`src/rtl/bcld_pkg.sv`:
```
// Shared types, codes and constants for the button click / long-press detector.
// No dependencies; every other file imports this package.
package bcld_pkg;

    localparam int TIME_BITS = 32;
    localparam int MS_BITS   = 32;
    localparam int CMP_BITS  = (TIME_BITS > MS_BITS) ? TIME_BITS : MS_BITS;
    localparam int CNT_BITS  = 8;
    localparam int EV_BITS   = 2;
    localparam int CFG_BITS  = 32;
    localparam int IDX_BITS  = 3;

    typedef logic [TIME_BITS-1:0] t_time;
    typedef logic [MS_BITS-1:0]   t_ms;
    typedef logic [CNT_BITS-1:0]  t_cnt;
    typedef logic [CMP_BITS-1:0]  t_cmp;

    typedef enum logic [1:0] {
        MODE_RELEASED = 2'd0,
        MODE_PRESSED  = 2'd1,
        MODE_LONG     = 2'd2
    } t_mode;

    typedef enum logic [EV_BITS-1:0] {
        EV_PRESS   = 2'd0,
        EV_LONG    = 2'd1,
        EV_RELEASE = 2'd2
    } t_event;

    typedef enum logic [IDX_BITS-1:0] {
        REG_DEBOUNCE    = 3'd0,
        REG_LONG_PRESS  = 3'd1,
        REG_CLICK_GAP   = 3'd2,
        REG_MAX_CLICKS  = 3'd3,
        REG_PRESS_LEVEL = 3'd4
    } t_reg_idx;

    localparam t_ms  RST_DEBOUNCE    = 32'd50;
    localparam t_ms  RST_LONG_PRESS  = 32'd1000;
    localparam t_ms  RST_CLICK_GAP   = 32'd400;
    localparam t_cnt RST_MAX_CLICKS  = 8'd3;
    localparam logic RST_PRESS_LEVEL = 1'b0;

    typedef struct packed {
        t_ms  debounce_ms;
        t_ms  long_press_ms;
        t_ms  click_gap_ms;
        t_cnt max_clicks;
        logic press_level;
    } t_cfg;

    typedef struct packed {
        logic pin_level;
        t_ms  now_ms;
    } t_poll;

    typedef struct packed {
        t_event event_res;
        t_cnt   click_tally;
    } t_result;

endpackage

```
`src/rtl/bcld_poll_if.sv`:
```
// Valid/ready channel carrying one button poll word.
// Depends on bcld_pkg for field widths.
interface bcld_poll_if import bcld_pkg::*; ();
    logic valid;
    logic ready;
    logic pin_level;
    t_ms  now_ms;

    modport source (output valid, output pin_level, output now_ms, input ready);
    modport sink   (input valid, input pin_level, input now_ms, output ready);
endinterface

```
`src/rtl/bcld_event_if.sv`:
```
// Valid/ready channel carrying one button event word.
// Depends on bcld_pkg for field widths.
interface bcld_event_if import bcld_pkg::*; ();
    logic                valid;
    logic                ready;
    logic [EV_BITS-1:0]  event_res;
    t_cnt                click_tally;

    modport source (output valid, output event_res, output click_tally, input ready);
    modport sink   (input valid, input event_res, input click_tally, output ready);
endinterface

```
`src/rtl/bcld_cfg.sv`:
```
// Configuration register bank for the button detector.
// Depends on bcld_pkg.
module bcld_cfg import bcld_pkg::*; (
    input  logic                i_clk,
    input  logic                i_rst_n,
    input  logic                i_cfg_we,
    input  logic [IDX_BITS-1:0] i_cfg_idx,
    input  logic [CFG_BITS-1:0] i_cfg_wdata,
    output t_cfg                o_cfg
);

    t_cfg r_cfg;
    t_cfg n_cfg;

    always_comb begin
        n_cfg = r_cfg;
        if (i_cfg_we) begin
            case (t_reg_idx'(i_cfg_idx))
                REG_DEBOUNCE:    n_cfg.debounce_ms   = i_cfg_wdata[MS_BITS-1:0];
                REG_LONG_PRESS:  n_cfg.long_press_ms = i_cfg_wdata[MS_BITS-1:0];
                REG_CLICK_GAP:   n_cfg.click_gap_ms  = i_cfg_wdata[MS_BITS-1:0];
                REG_MAX_CLICKS:  n_cfg.max_clicks    = i_cfg_wdata[CNT_BITS-1:0];
                REG_PRESS_LEVEL: n_cfg.press_level   = i_cfg_wdata[0];
                // drop writes beyond the register list
                default:         n_cfg = r_cfg;
            endcase
        end
    end

    always_ff @(posedge i_clk) begin
        if (!i_rst_n) begin
            r_cfg.debounce_ms   <= RST_DEBOUNCE;
            r_cfg.long_press_ms <= RST_LONG_PRESS;
            r_cfg.click_gap_ms  <= RST_CLICK_GAP;
            r_cfg.max_clicks    <= RST_MAX_CLICKS;
            r_cfg.press_level   <= RST_PRESS_LEVEL;
        end else begin
            r_cfg <= n_cfg;
        end
    end

    assign o_cfg = r_cfg;

endmodule

```
`src/rtl/bcld_fsm.sv`:
```
// Mode state machine, click counter and result register of the button detector.
// Works on the registered poll word; depends on bcld_pkg.
module bcld_fsm import bcld_pkg::*; (
    input  logic    i_clk,
    input  logic    i_rst_n,
    input  t_cfg    i_cfg,
    input  logic    i_poll_valid,
    input  t_poll   i_poll,
    output logic    o_take,
    input  logic    i_res_ready,
    output logic    o_res_valid,
    output t_result o_res
);

    t_mode   r_mode,  n_mode;
    t_time   r_mark,  n_mark;
    t_cnt    r_clicks, n_clicks;
    logic    r_res_valid, n_res_valid;
    t_result r_res,   n_res;

    t_time   now_t;
    t_cmp    elapsed;
    logic    pressed;
    logic    emit;
    t_result res;
    logic    take;

    assign take = i_poll_valid && (!r_res_valid || i_res_ready);

    always_comb begin
        now_t    = TIME_BITS'(i_poll.now_ms);
        elapsed  = CMP_BITS'(t_time'(now_t - r_mark));
        pressed  = (i_poll.pin_level == i_cfg.press_level);
        n_mode   = r_mode;
        n_mark   = r_mark;
        n_clicks = r_clicks;
        emit     = 1'b0;
        res      = '{event_res: EV_PRESS, click_tally: r_clicks};

        case (r_mode)
            MODE_PRESSED: begin
                if (pressed) begin
                    if (elapsed > CMP_BITS'(i_cfg.long_press_ms)) begin
                        emit   = 1'b1;
                        res    = '{event_res: EV_LONG, click_tally: '0};
                        n_mode = MODE_LONG;
                        n_mark = now_t;
                    end
                end else if (elapsed > CMP_BITS'(i_cfg.debounce_ms)) begin
                    emit   = 1'b1;
                    res    = '{event_res: EV_RELEASE, click_tally: r_clicks};
                    n_mode = MODE_RELEASED;
                    n_mark = now_t;
                end
            end
            MODE_LONG: begin
                // release from a long press skips the debounce
                if (!pressed) begin
                    emit     = 1'b1;
                    res      = '{event_res: EV_RELEASE, click_tally: r_clicks};
                    n_mode   = MODE_RELEASED;
                    n_mark   = now_t;
                    n_clicks = '0;
                end
            end
            default: begin
                // released, and the unused code behaves the same
                n_mode = MODE_RELEASED;
                if (pressed && elapsed > CMP_BITS'(i_cfg.debounce_ms)) begin
                    if (r_clicks < i_cfg.max_clicks) begin
                        n_clicks = r_clicks + 1'b1;
                    end
                    emit   = 1'b1;
                    res    = '{event_res: EV_PRESS, click_tally: n_clicks};
                    n_mode = MODE_PRESSED;
                    n_mark = now_t;
                end else if (elapsed > CMP_BITS'(i_cfg.click_gap_ms)) begin
                    n_clicks = '0;
                end
            end
        endcase

        if (!take) begin
            n_mode   = r_mode;
            n_mark   = r_mark;
            n_clicks = r_clicks;
        end

        // hold the result until taken, load a new one on an emitting step
        n_res_valid = r_res_valid && !i_res_ready;
        n_res       = r_res;
        if (take && emit) begin
            n_res_valid = 1'b1;
            n_res       = res;
        end
    end

    always_ff @(posedge i_clk) begin
        if (!i_rst_n) begin
            r_mode      <= MODE_RELEASED;
            r_mark      <= '0;
            r_clicks    <= '0;
            r_res_valid <= 1'b0;
        end else begin
            r_mode      <= n_mode;
            r_mark      <= n_mark;
            r_clicks    <= n_clicks;
            r_res_valid <= n_res_valid;
        end
    end

    always_ff @(posedge i_clk) begin
        r_res <= n_res;
    end

    assign o_take      = take;
    assign o_res_valid = r_res_valid;
    assign o_res       = r_res;

    a_long_zero_count: assert property (@(posedge i_clk) disable iff (!i_rst_n)
        (r_res_valid && r_res.event_res == EV_LONG) |-> (r_res.click_tally == '0))
        else $error("long press reported with a non-zero click count");

    a_long_from_pressed: assert property (@(posedge i_clk) disable iff (!i_rst_n)
        (take && r_mode != MODE_LONG) |=> (r_mode != MODE_LONG || $past(r_mode) == MODE_PRESSED))
        else $error("long-pressed mode entered from a mode other than pressed");

    a_state_idle_hold: assert property (@(posedge i_clk) disable iff (!i_rst_n)
        !take |=> ($stable(r_clicks) && $stable(r_mode) && $stable(r_mark)))
        else $error("state changed with no poll word consumed");

    a_release_clears: assert property (@(posedge i_clk) disable iff (!i_rst_n)
        (take && r_mode == MODE_LONG && !pressed) |=> (r_clicks == '0 && r_res_valid))
        else $error("release from long press did not clear the count or report");

endmodule

```
`src/rtl/button_click_long_press_detector.sv`:
```
// Button click / long-press detector: debounce, multi-click count, long press.
// A poll word is held in the input register, its event word in the result register.
// Throughput: one poll word per cycle while the event side takes each event word.
// A held event word stalls the input register, which then drops ready.
// Synchronous active-low reset: mode released, mark 0, count 0, registers to defaults.
module button_click_long_press_detector import bcld_pkg::*; (
    input  logic                i_clk,
    input  logic                i_rst_n,
    input  logic                i_cfg_we,
    input  logic [IDX_BITS-1:0] i_cfg_idx,
    input  logic [CFG_BITS-1:0] i_cfg_wdata,
    bcld_poll_if.sink           i_poll,
    bcld_event_if.source        o_evt
);

    t_cfg    cfg;
    logic    take;
    logic    res_valid;
    t_result res;

    logic    r_in_valid, n_in_valid;
    t_poll   r_in,       n_in;

    bcld_cfg u_cfg (
        .i_clk       (i_clk),
        .i_rst_n     (i_rst_n),
        .i_cfg_we    (i_cfg_we),
        .i_cfg_idx   (i_cfg_idx),
        .i_cfg_wdata (i_cfg_wdata),
        .o_cfg       (cfg)
    );

    // input register: refill when empty or when its word is consumed
    assign i_poll.ready = !r_in_valid || take;

    always_comb begin
        n_in_valid = r_in_valid && !take;
        n_in       = r_in;
        if (i_poll.valid && i_poll.ready) begin
            n_in_valid = 1'b1;
            n_in       = '{pin_level: i_poll.pin_level, now_ms: i_poll.now_ms};
        end
    end

    always_ff @(posedge i_clk) begin
        if (!i_rst_n) begin
            r_in_valid <= 1'b0;
        end else begin
            r_in_valid <= n_in_valid;
        end
    end

    always_ff @(posedge i_clk) begin
        r_in <= n_in;
    end

    bcld_fsm u_fsm (
        .i_clk        (i_clk),
        .i_rst_n      (i_rst_n),
        .i_cfg        (cfg),
        .i_poll_valid (r_in_valid),
        .i_poll       (r_in),
        .o_take       (take),
        .i_res_ready  (o_evt.ready),
        .o_res_valid  (res_valid),
        .o_res        (res)
    );

    assign o_evt.valid       = res_valid;
    assign o_evt.event_res   = res.event_res;
    assign o_evt.click_tally = res.click_tally;

endmodule

```
`src/flat_wrapper.sv`:
```
// flat-port wrapper written by rule: the top's interface ports become plain ports
module button_click_long_press_detector_flat import bcld_pkg::*;
  (i_clk, i_rst_n, i_cfg_we, i_cfg_idx, i_cfg_wdata, i_poll_valid, i_poll_pin_level, i_poll_now_ms, i_poll_ready, o_evt_valid, o_evt_event_res, o_evt_click_tally, o_evt_ready);
  bcld_poll_if i_poll_i ();
  bcld_event_if o_evt_i ();
  input  logic i_clk;
  input  logic i_rst_n;
  input  logic i_cfg_we;
  input  logic [IDX_BITS-1:0] i_cfg_idx;
  input  logic [CFG_BITS-1:0] i_cfg_wdata;
  input wire logic [$bits(i_poll_i.valid)-1:0] i_poll_valid;
  input wire logic [$bits(i_poll_i.pin_level)-1:0] i_poll_pin_level;
  input wire logic [$bits(i_poll_i.now_ms)-1:0] i_poll_now_ms;
  output wire logic [$bits(i_poll_i.ready)-1:0] i_poll_ready;
  output wire logic [$bits(o_evt_i.valid)-1:0] o_evt_valid;
  output wire logic [$bits(o_evt_i.event_res)-1:0] o_evt_event_res;
  output wire logic [$bits(o_evt_i.click_tally)-1:0] o_evt_click_tally;
  input wire logic [$bits(o_evt_i.ready)-1:0] o_evt_ready;
  assign i_poll_i.valid = i_poll_valid;
  assign i_poll_i.pin_level = i_poll_pin_level;
  assign i_poll_i.now_ms = i_poll_now_ms;
  assign i_poll_ready = i_poll_i.ready;
  assign o_evt_valid = o_evt_i.valid;
  assign o_evt_event_res = o_evt_i.event_res;
  assign o_evt_click_tally = o_evt_i.click_tally;
  assign o_evt_i.ready = o_evt_ready;
  button_click_long_press_detector u_core (.i_clk(i_clk), .i_rst_n(i_rst_n), .i_cfg_we(i_cfg_we), .i_cfg_idx(i_cfg_idx), .i_cfg_wdata(i_cfg_wdata), .i_poll(i_poll_i), .o_evt(o_evt_i));
endmodule
```
`config.mk`:
```
export PLATFORM = sky130hd
export DESIGN_NAME = button_click_long_press_detector_flat
export DESIGN_NICKNAME = d
export VERILOG_FILES = /design/src/rtl/bcld_pkg.sv /design/src/rtl/bcld_poll_if.sv /design/src/rtl/bcld_event_if.sv /design/src/rtl/bcld_cfg.sv /design/src/rtl/bcld_fsm.sv /design/src/rtl/button_click_long_press_detector.sv /design/src/flat_wrapper.sv
export SDC_FILE = /design/constraint.sdc
export NUM_CORES = 1
export LEC_CHECK = 0
export BUFFER_PORTS_ARGS = -buffer_cell sky130_fd_sc_hd__buf_2
export CORE_ASPECT_RATIO = 1.5
export CORE_MARGIN = 1
export CORE_UTILIZATION = 40
export DETAILED_ROUTE_END_ITERATION = 6
export MAX_ROUTING_LAYER = met4
export PLACE_DENSITY = 0.53
export RECOVER_POWER = 100
export SLEW_MARGIN = 20
export SYNTH_ARGS = -nofsm -noshare
export SYNTH_HDL_FRONTEND = slang
export SYNTH_HIERARCHICAL = 1
export SYNTH_SLANG_ARGS = --single-unit
export TNS_END_PERCENT = 50
```
`constraint.sdc`:
```
create_clock -name i_clk -period 5.8 [get_ports i_clk]
set_input_delay 1.16 -clock i_clk [delete_from_list [all_inputs] [get_ports i_clk]]
set_output_delay 1.16 -clock i_clk [all_outputs]
set_load 0.05 [all_outputs]
```
==> results of run 1 <==
[cell families after synthesis]
logic type | count (synthesis) | share of synthesized area [%]
xor gates and xnor gates | 30 | 2.25
muxes | 138 | 11.8
buffers and inverters | 199 | 6.99
DFF | 192 | 36.6
and+or+nand+nor | 381 | 15.2
adders and majority gates | 138 | 14.9
AOI/OAI and AO/OA | 215 | 12.2
[final timing paths]
check / end / slack (ns) / cells after the start
setup / recovery: u_core/u_fsm/o_res[5]$_DFFE_PP_ / 0.20 / 19
hold / removal: u_core/u_cfg/o_cfg[42]$_SDFFE_PN0P_ / 0.46 / 2
setup reg to reg: u_core/u_fsm/o_res[5]$_DFFE_PP_ / 0.20 / 19
hold reg to reg: u_core/u_cfg/o_cfg[42]$_SDFFE_PN0P_ / 0.46 / 2
[cells in the final DEF, fill, tap and decap left out, types with 3 or more instances in the layout]
cell,instances
a21o_1,26
a32o_1,3
nand3_1,25
a31oi_1,11
nor3_1,12
clkbuf_16,19
xnor2_1,17
o211ai_1,5
ha_1,137
nand2_1,223
nor2_1,34
a21oi_1,73
dfxtp_1,149
clkbuf_1,17
edfxtp_1,43
nor2b_1,30
o21ai_0,30
o21bai_1,4
o31ai_1,3
nand2b_1,12
a21boi_0,3
mux2i_1,138
a2111oi_0,4
buf_2,67
inv_6,3
a211oi_1,6
a21oi_2,3
nand4_1,18
o21a_1,9
bufinv_16,5
inv_1,157
xor2_1,12
buf_4,14
[cell type report]
| cell class | instances | area share [%] |
|---|---|---|
| clock buffer | 20 | 3.53 |
| clock inverter | 12 | 1.52 |
| inverter | 157 | 4.45 |
| multi-input combinational | 902 | 50.2 |
| sequential | 192 | 32.3 |
| tap | 390 | 3.68 |
| timing repair buffer | 102 | 4.34 |
[per-layer routing]
layer	share of wire [%]	wire length, um
met1	39	11700
met2	55	16400
met3	2.4	703
met4	3.3	979
met5	0	0
[state kept, by name (all words and copies together), names as in the netlist]
register                  flops
u_core/u_fsm/r_clicks         8
u_core/u_fsm/o_res_valid      1
u_core/r_in                  33
u_core/u_cfg/o_cfg          105
u_core/u_fsm/o_res           10
u_core/u_fsm/r_mode           2
u_core/r_in_valid             1
u_core/u_fsm/r_mark          32
[report_power, final]
group          internal [W]  switching [W]  total [W]
Sequential          0.00143      0.0000301    0.00146
Combinational      0.000436       0.000647    0.00108
Clock              0.000805       0.000545    0.00135
[per-stage QoR]
step | utilization, % | power, W | setup TNS, ns | area (um^2) | hold WS, ns
after global routing | 46.1 | 0.00411 | -0.274 | 13200 | 0.476
after global placement | 43.6 | 0.00254 | 0 | 12500 | 0.442
after CTS | 46.0 | 0.00392 | 0 | 13200 | 0.460
after floorplan | - | 0.00222 | 0 | 11700 | 0.435
final | 46.1 | 0.00389 | 0 | 13200 | 0.456
after detailed placement | 43.6 | 0.00255 | -0.316 | 12500 | 0.447
[what timing repair did]
action	4_1_cts	5_1_grt
endpoints found under the setup margin	10	58
cloned	0	1
buffers inserted	0	1
gates resized for setup	1	11
pin swaps	0	3
endpoints found under the hold margin	0	0
hold buffers	0	0
[worst max-delay path: cells and delay by family (launching register included)]
kind / cells / cell delay [ns]
AOI/OAI and AO/OA: 10 / 2.49
and+or+nand+nor: 7 / 1.88
DFF: 1 / 0.41
adders and majority gates: 2 / 0.57
==> summary.md, run 1 <==
| Metric | Value |
|---|---|
| Critical path fanouts, max | 10 |
| Maximum number of pins on one net before global-route repair | 119 |
| Per-cell routed wire length | 16.7 um |
| Post-detailed-route via-to-cell ratio | 5.09 |
| Cell accounting for the most synthesized area | dfxtp_1 |
| Busiest layer in global routing | met2 |
| CTS max path bufs | 2 |
| Overall routing resource usage | 21.2% |
| Final Slew Violations | 255 |
| Die X-Extent | 141 um |
| Maximum cell stage delay along the critical path | 0.48 ns |
| Met3 routing resource usage after global routing | 3.11% |
| Number of enable-type register cells in the synthesized netlist | 43 |
| Setup Skew | 0.0132 ns |
| Worst slack at placement | -0.0318 ns |
| Register clock-pin slew on the reported worst setup and hold paths | 0.07 ns |
| Syn Area/Cell | 9.02 um^2 |
| Met2 usage in global routing | 40.3% |
| Crit-path cells | ha_1, o21ai_2, a211oi_1, o31ai_2, a211o_2, a2111oi_4, o311a_1, o41a_1, or4_1, nand3_1, ha_1, nand4_1, nor4_4, nand4_1, o31a_1, or2_1, a21o_1, and3_1, o31a_4 |
| Wire length of the first global-routing pass | 46,300 um |
| H-tree level count | 4 |
| Initial core utilization | 40.6% |
| Fmax | 179 MHz |
| Worst setup path category | flop to flop |
| Top-count cell post-synth | nand2_1 |
| Leftover overflow at the end of global routing | 0 |
| I/O pin count | 85 |
| Crit path capture type | flop |
| Area share of the largest cell type after synthesis | 25.6% |
| Sequential Area | 4270 um^2 |
| Number of synthesized register bits | 192 |
| HPWL after detailed placement | 22,300 um |
| Cell types with the largest area share after synthesis | dfxtp_1, ha_1, mux2i_1 |
| Cell Pwr Density | 294 nW/um^2 |
| First-pass detailed-route iteration total | 4 |
| Asr flop ratio synth | 0% |
| Vertical die dimension | 211 um |
| Pin slew with the least headroom to its limit | 2.29 ns |
| Via count of the first global-routing pass | 9,040 |
| Clock Sinks | 192 |
| Most used flip-flop cell after synthesis | dfxtp_1 |
| Routability-driven placement congestion ratio | 0.882 |
| Wire length reported by the detailed router | 29,700 um |
| Non-filler cells in the finished layout | 1,775 |
| Number of buffers added by the clock tree synthesis step | 17 |
| Antenna-violating nets left | 0 |
| Synth warn | 6 |
| Count of final hold-check violations | 0 |
| Count of max-cap constraint violations | 3 |
| Hold Crit Start | u_core/u_cfg/o_cfg[42]$_SDFFE_PN0P_ |
| Total number of nets in the final design | 1,583 |
| Number of setup violations in the final report | 0 |
| Critical-path top delay cell | or4_1 |
| Static leakage power | 5.38 nW |
| DRC Markers | 0 |
| Initial antenna violation count | 0 |
| Tmin final | 5.60 ns |
| Ant diodes | 0 |
| Overall via count from detail_route | 9,029 |
| Placed Cells | 1,741 |
| Kind of path behind the tightest hold check | flop to flop |
| Layout-stage area growth over the synthesis result | 13.5% |
| Violated checks | capacitance limit, slew limit |
| Status | complete, but fails checks |
| Startpoint of the worst register-to-register path | u_core/r_in[2]$_DFFE_PP_ |
| Buffer type at the clock tree root | clkbuf_16 |
| Area of the core | 28,700 um^2 |
| Synth top cells by count | nand2_1, inv_1, dfxtp_1 |
| Worst path setup slack after routing | 0.200 ns |
| DIE AREA | 29,900 um^2 |
| Start point of the critical path | u_core/r_in[2]$_DFFE_PP_ |
| Ratio of cells with drive above 1 in the final layout | 10.3% |
| Worst Path Arrival | 5.81 ns |
| Post-synth design cell area | 11,700 um^2 |
| Number of cells produced by synthesis | 1,293 |
| TritonCTS clock tree | built |
| Placement Rows | 76 |
| Startpoint Class | flop |
| Global routing usage on met1 | 21.0% |
| Detailed router's first-iteration violation count | 360 |
| Post-synthesis sequential area ratio | 36.6% |
| Share of the clock period used by the worst path | 96.5% |
| Area of the multi-input gates | 6650 um^2 |
| Filler Cells Inserted | 2,874 |
| VDD IR-drop max | 0.224 mV |
| Total nets after synthesis | 1,504 |
| Number of buffers added on ports | 84 |
| Relative slew slack | -52.8% |
| Insertion delay to the later sink of the worst-skew pair | 0.47 ns |
| Cell variety after synth | 79 |
| Required time at the endpoint of the critical path | 6.01 ns |
No activity file was read; power rests on OpenSTA's default activity.
==> run 2, diff against run 1 <==
- CTS_BUF_LIST: not set -> sky130_fd_sc_hd__clkbuf_8
==> run 2 against run 1 <==
  * The run still ends with capacitance limit, slew limit left
  * Combinational power hardly changed
  * Highest routed layer unchanged
  * Wire length is 0.15% higher
  * Via count is 0.30% lower
  * Final cell count stayed put
  * Worst setup slack worse by 0.011 ns
  * Largest cell class unchanged
==> summary.md, run 2 (synthesis results as in run 1) <==
| Metric | Value |
|---|---|
| Vertical die dimension | 211 um (unchanged) |
| Clock Sinks | 192 (unchanged) |
| Maximum cell stage delay along the critical path | 0.48 ns (about the same) |
| Met2 usage in global routing | 40.7% (+0.39 points) |
| R2r worst-path depth | 19 (unchanged) |
| Violated checks | capacitance limit, slew limit |
| Initial antenna violation count | 0 (unchanged) |
| Placement Rows | 76 (unchanged) |
| Power, Total | 0.00362 W (-7.0%) |
| Worst slack at placement | -0.0318 ns (unchanged) |
| H-tree level count | 4 (unchanged) |
| Tmin final | 5.61 ns (+0.0115 ns) |
| Fmax | 178 MHz (-0.20%) |
| Detailed router's first-iteration violation count | 340 (-5.6%) |
| Count of max-cap constraint violations | 4 (+1) |
| Worst path setup slack after routing | 0.189 ns (-0.0115 ns) |
| Crit-path cells | ha_1, o21ai_2, a211oi_1, o31ai_2, a211o_2, a2111oi_4, o311a_1, o41a_1, or4_1, nand3_1, ha_1, nand4_1, nor4_4, nand4_1, o31a_1, or2_1, a21o_1, and3_1, o31a_4 |
| Global routing usage on met1 | 21.0% (about the same) |
| CTS max path bufs | 2 (unchanged) |
| Area of the core | 28,700 um^2 (unchanged) |
| Wire length of the first global-routing pass | 46,400 um (about the same) |
| Kind of path behind the tightest hold check | flop to flop |
| Layout-stage area growth over the synthesis result | 11.9% |
| Post-cts hold buffer count | 0 (unchanged) |
| Hold depth | 2 (unchanged) |
| Final Slew Violations | 288 (+13%) |
| Hold endpoint | u_core/u_cfg/o_cfg[42]$_SDFFE_PN0P_ |
| Commonest cells after routing, fill and taps aside | nand2_1, inv_1, dfxtp_1, mux2i_1, ha_1 |
| TritonCTS clock tree | built |
| Count of final hold-check violations | 0 (unchanged) |
| Maximum number of pins on one net before global-route repair | 119 (unchanged) |
| Die X-Extent | 141 um (unchanged) |
| Startpoint of the worst register-to-register path | u_core/r_in[2]$_DFFE_PP_ |
| Total number of nets in the final design | 1,583 (unchanged) |
| Busiest layer in global routing | met2 |
| I/O pin count | 85 (unchanged) |
| Cell Pwr Density | 277 nW/um^2 (-5.7%) |
| Routability-driven placement congestion ratio | 0.882 (unchanged) |
| Filler Cells Inserted | 2,890 (+0.56%) |
| Insertion delay to the later sink of the worst-skew pair | 0.51 ns (+0.04 ns) |
| HPWL after detailed placement | 22,300 um (unchanged) |
| Ant diodes | 0 (unchanged) |
| Number of flip-flops under the largest register name | 105 (unchanged) |
| Critical path fanouts, max | 10 (unchanged) |
| Hold Crit Start | u_core/u_cfg/o_cfg[42]$_SDFFE_PN0P_ |
| Worst Hold Slack | 0.460 ns (+0.00402 ns) |
| Required time at the endpoint of the critical path | 6.05 ns (+0.04 ns) |
| Summed negative setup slack over all endpoints | 0 ns (unchanged) |
| Initial core utilization | 40.6% (unchanged) |
| Number of buffers added by the clock tree synthesis step | 17 (unchanged) |
| First-pass detailed-route iteration total | 6 (+2) |
| Overall routing resource usage | 21.1% (-0.059 points) |
| DRC Markers | 0 (unchanged) |
| Endpoint of the most critical register-to-register path | u_core/u_fsm/o_res[8]$_DFFE_PP_ |
| Non-filler cells in the finished layout | 1,775 (unchanged) |
| Static leakage power | 5.29 nW (-1.6%) |
| Number of setup violations in the final report | 0 (unchanged) |
| DIE AREA | 29,900 um^2 (unchanged) |
| Wire length reported by the detailed router | 29,800 um (+0.15%) |
| Startpoint Class | flop |
| Post-detailed-route via-to-cell ratio | 5.07 (-0.30%) |
| Overall via count from detail_route | 9,002 (-0.30%) |
| Met3 routing resource usage after global routing | 3.08% (-0.023 points) |
| Antenna-violating nets left | 0 (unchanged) |
| Via count of the first global-routing pass | 9,083 (+0.48%) |
| Ratio of cells with drive above 1 in the final layout | 10.1% (-0.14 points) |
| Register clock-pin slew on the reported worst setup and hold paths | 0.10 ns (+0.03 ns) |
| Worst setup path category | flop to flop |
| Placed Cells | 1,741 (unchanged) |
| FF-to-FF setup slack | 0.19 ns (about the same) |
| Worst Path Arrival | 5.86 ns (+0.05 ns) |
| Pin slew with the least headroom to its limit | 2.75 ns (+0.459 ns) |
| Per-cell routed wire length | 16.8 um (+0.15%) |
| Relative slew slack | -83.4% (-31 points) |
| Setup Skew | 0.0182 ns (+0.00499 ns) |
| Buffer type at the clock tree root | clkbuf_8 |
| Commonest non-fill, non-tap cell in the layout | nand2_1 |
| Number of buffers added on ports | 84 (unchanged) |
| Status | complete, but fails checks |
| Leftover overflow at the end of global routing | 0 (unchanged) |
| Share of the clock period used by the worst path | 96.7% (+0.20 points) |
| VDD IR-drop max | 0.144 mV (-36%) |
| Crit path capture type | flop |
| Critical-path top delay cell | or4_1 |
## run 2: area by class of cell
cell class	count	area, um^2	area share (%)
inverters	157	589	4.51
clock inverters	14	235	1.80
repair buffers	102	571	4.37
flip-flops and latches	192	4270	32.7
well taps	390	488	3.74
clock buffers	18	248	1.90
multi-input cells	902	6650	50.9
## run 2: worst max-delay path: cells and delay by family (launching register included)
kind                     cells  cell delay (ns)
AND/OR/NAND/NOR              7             1.87
flip-flops                   1             0.42
adder cells (fa/ha/maj)      2             0.56
AO/OA/AOI/OAI               10             2.49
## run 2: routing by layer
layer	vias up	part of all wire, %
met3	42	2.2
met4	0	2.8
met2	125	55
met1	4226	40
met5	-	0
li1	4609	-
## run 2: how the worst max path moves through the flow
stage / cells past startpoint / end / start
global placement: 19 / u_core/u_fsm/o_res[7]$_DFFE_PP_ / u_core/r_in[3]$_DFFE_PP_
floorplan: 22 / u_core/u_fsm/o_res[0]$_DFFE_PP_ / u_core/r_in[0]$_DFFE_PP_
detailed placement: 19 / u_core/u_fsm/o_res[5]$_DFFE_PP_ / u_core/r_in[5]$_DFFE_PP_
finish: 19 / u_core/u_fsm/o_res[8]$_DFFE_PP_ / u_core/r_in[2]$_DFFE_PP_
CTS: 19 / u_core/u_fsm/o_res[5]$_DFFE_PP_ / u_core/r_in[5]$_DFFE_PP_
global route: 19 / u_core/u_fsm/o_res[1]$_DFFE_PP_ / u_core/r_in[2]$_DFFE_PP_
## run 2: metrics by stage
stage	instance area [um^2]	util (%)
3_3_place_gp	12500	43.6
2_1_floorplan	11700	-
5_1_grt	13100	45.5
6_report	13100	45.5
3_5_place_dp	12500	43.6
4_1_cts	13000	45.3
## run 2: power by group
part | leakage, nW | internal (W) | switching (W) | total (W)
Sequential | 1.62 | 0.00143 | 0.0000302 | 0.00146
Clock | 0.245 | 0.000569 | 0.000504 | 0.00107
Combinational | 3.43 | 0.000437 | 0.000650 | 0.00109
## run 2: what timing repair did
item,in CTS,in global routing
pin swaps,0,3
resized for setup,1,11
setup buffers,0,1
endpoints found under the setup margin,10,58
cloned,0,1
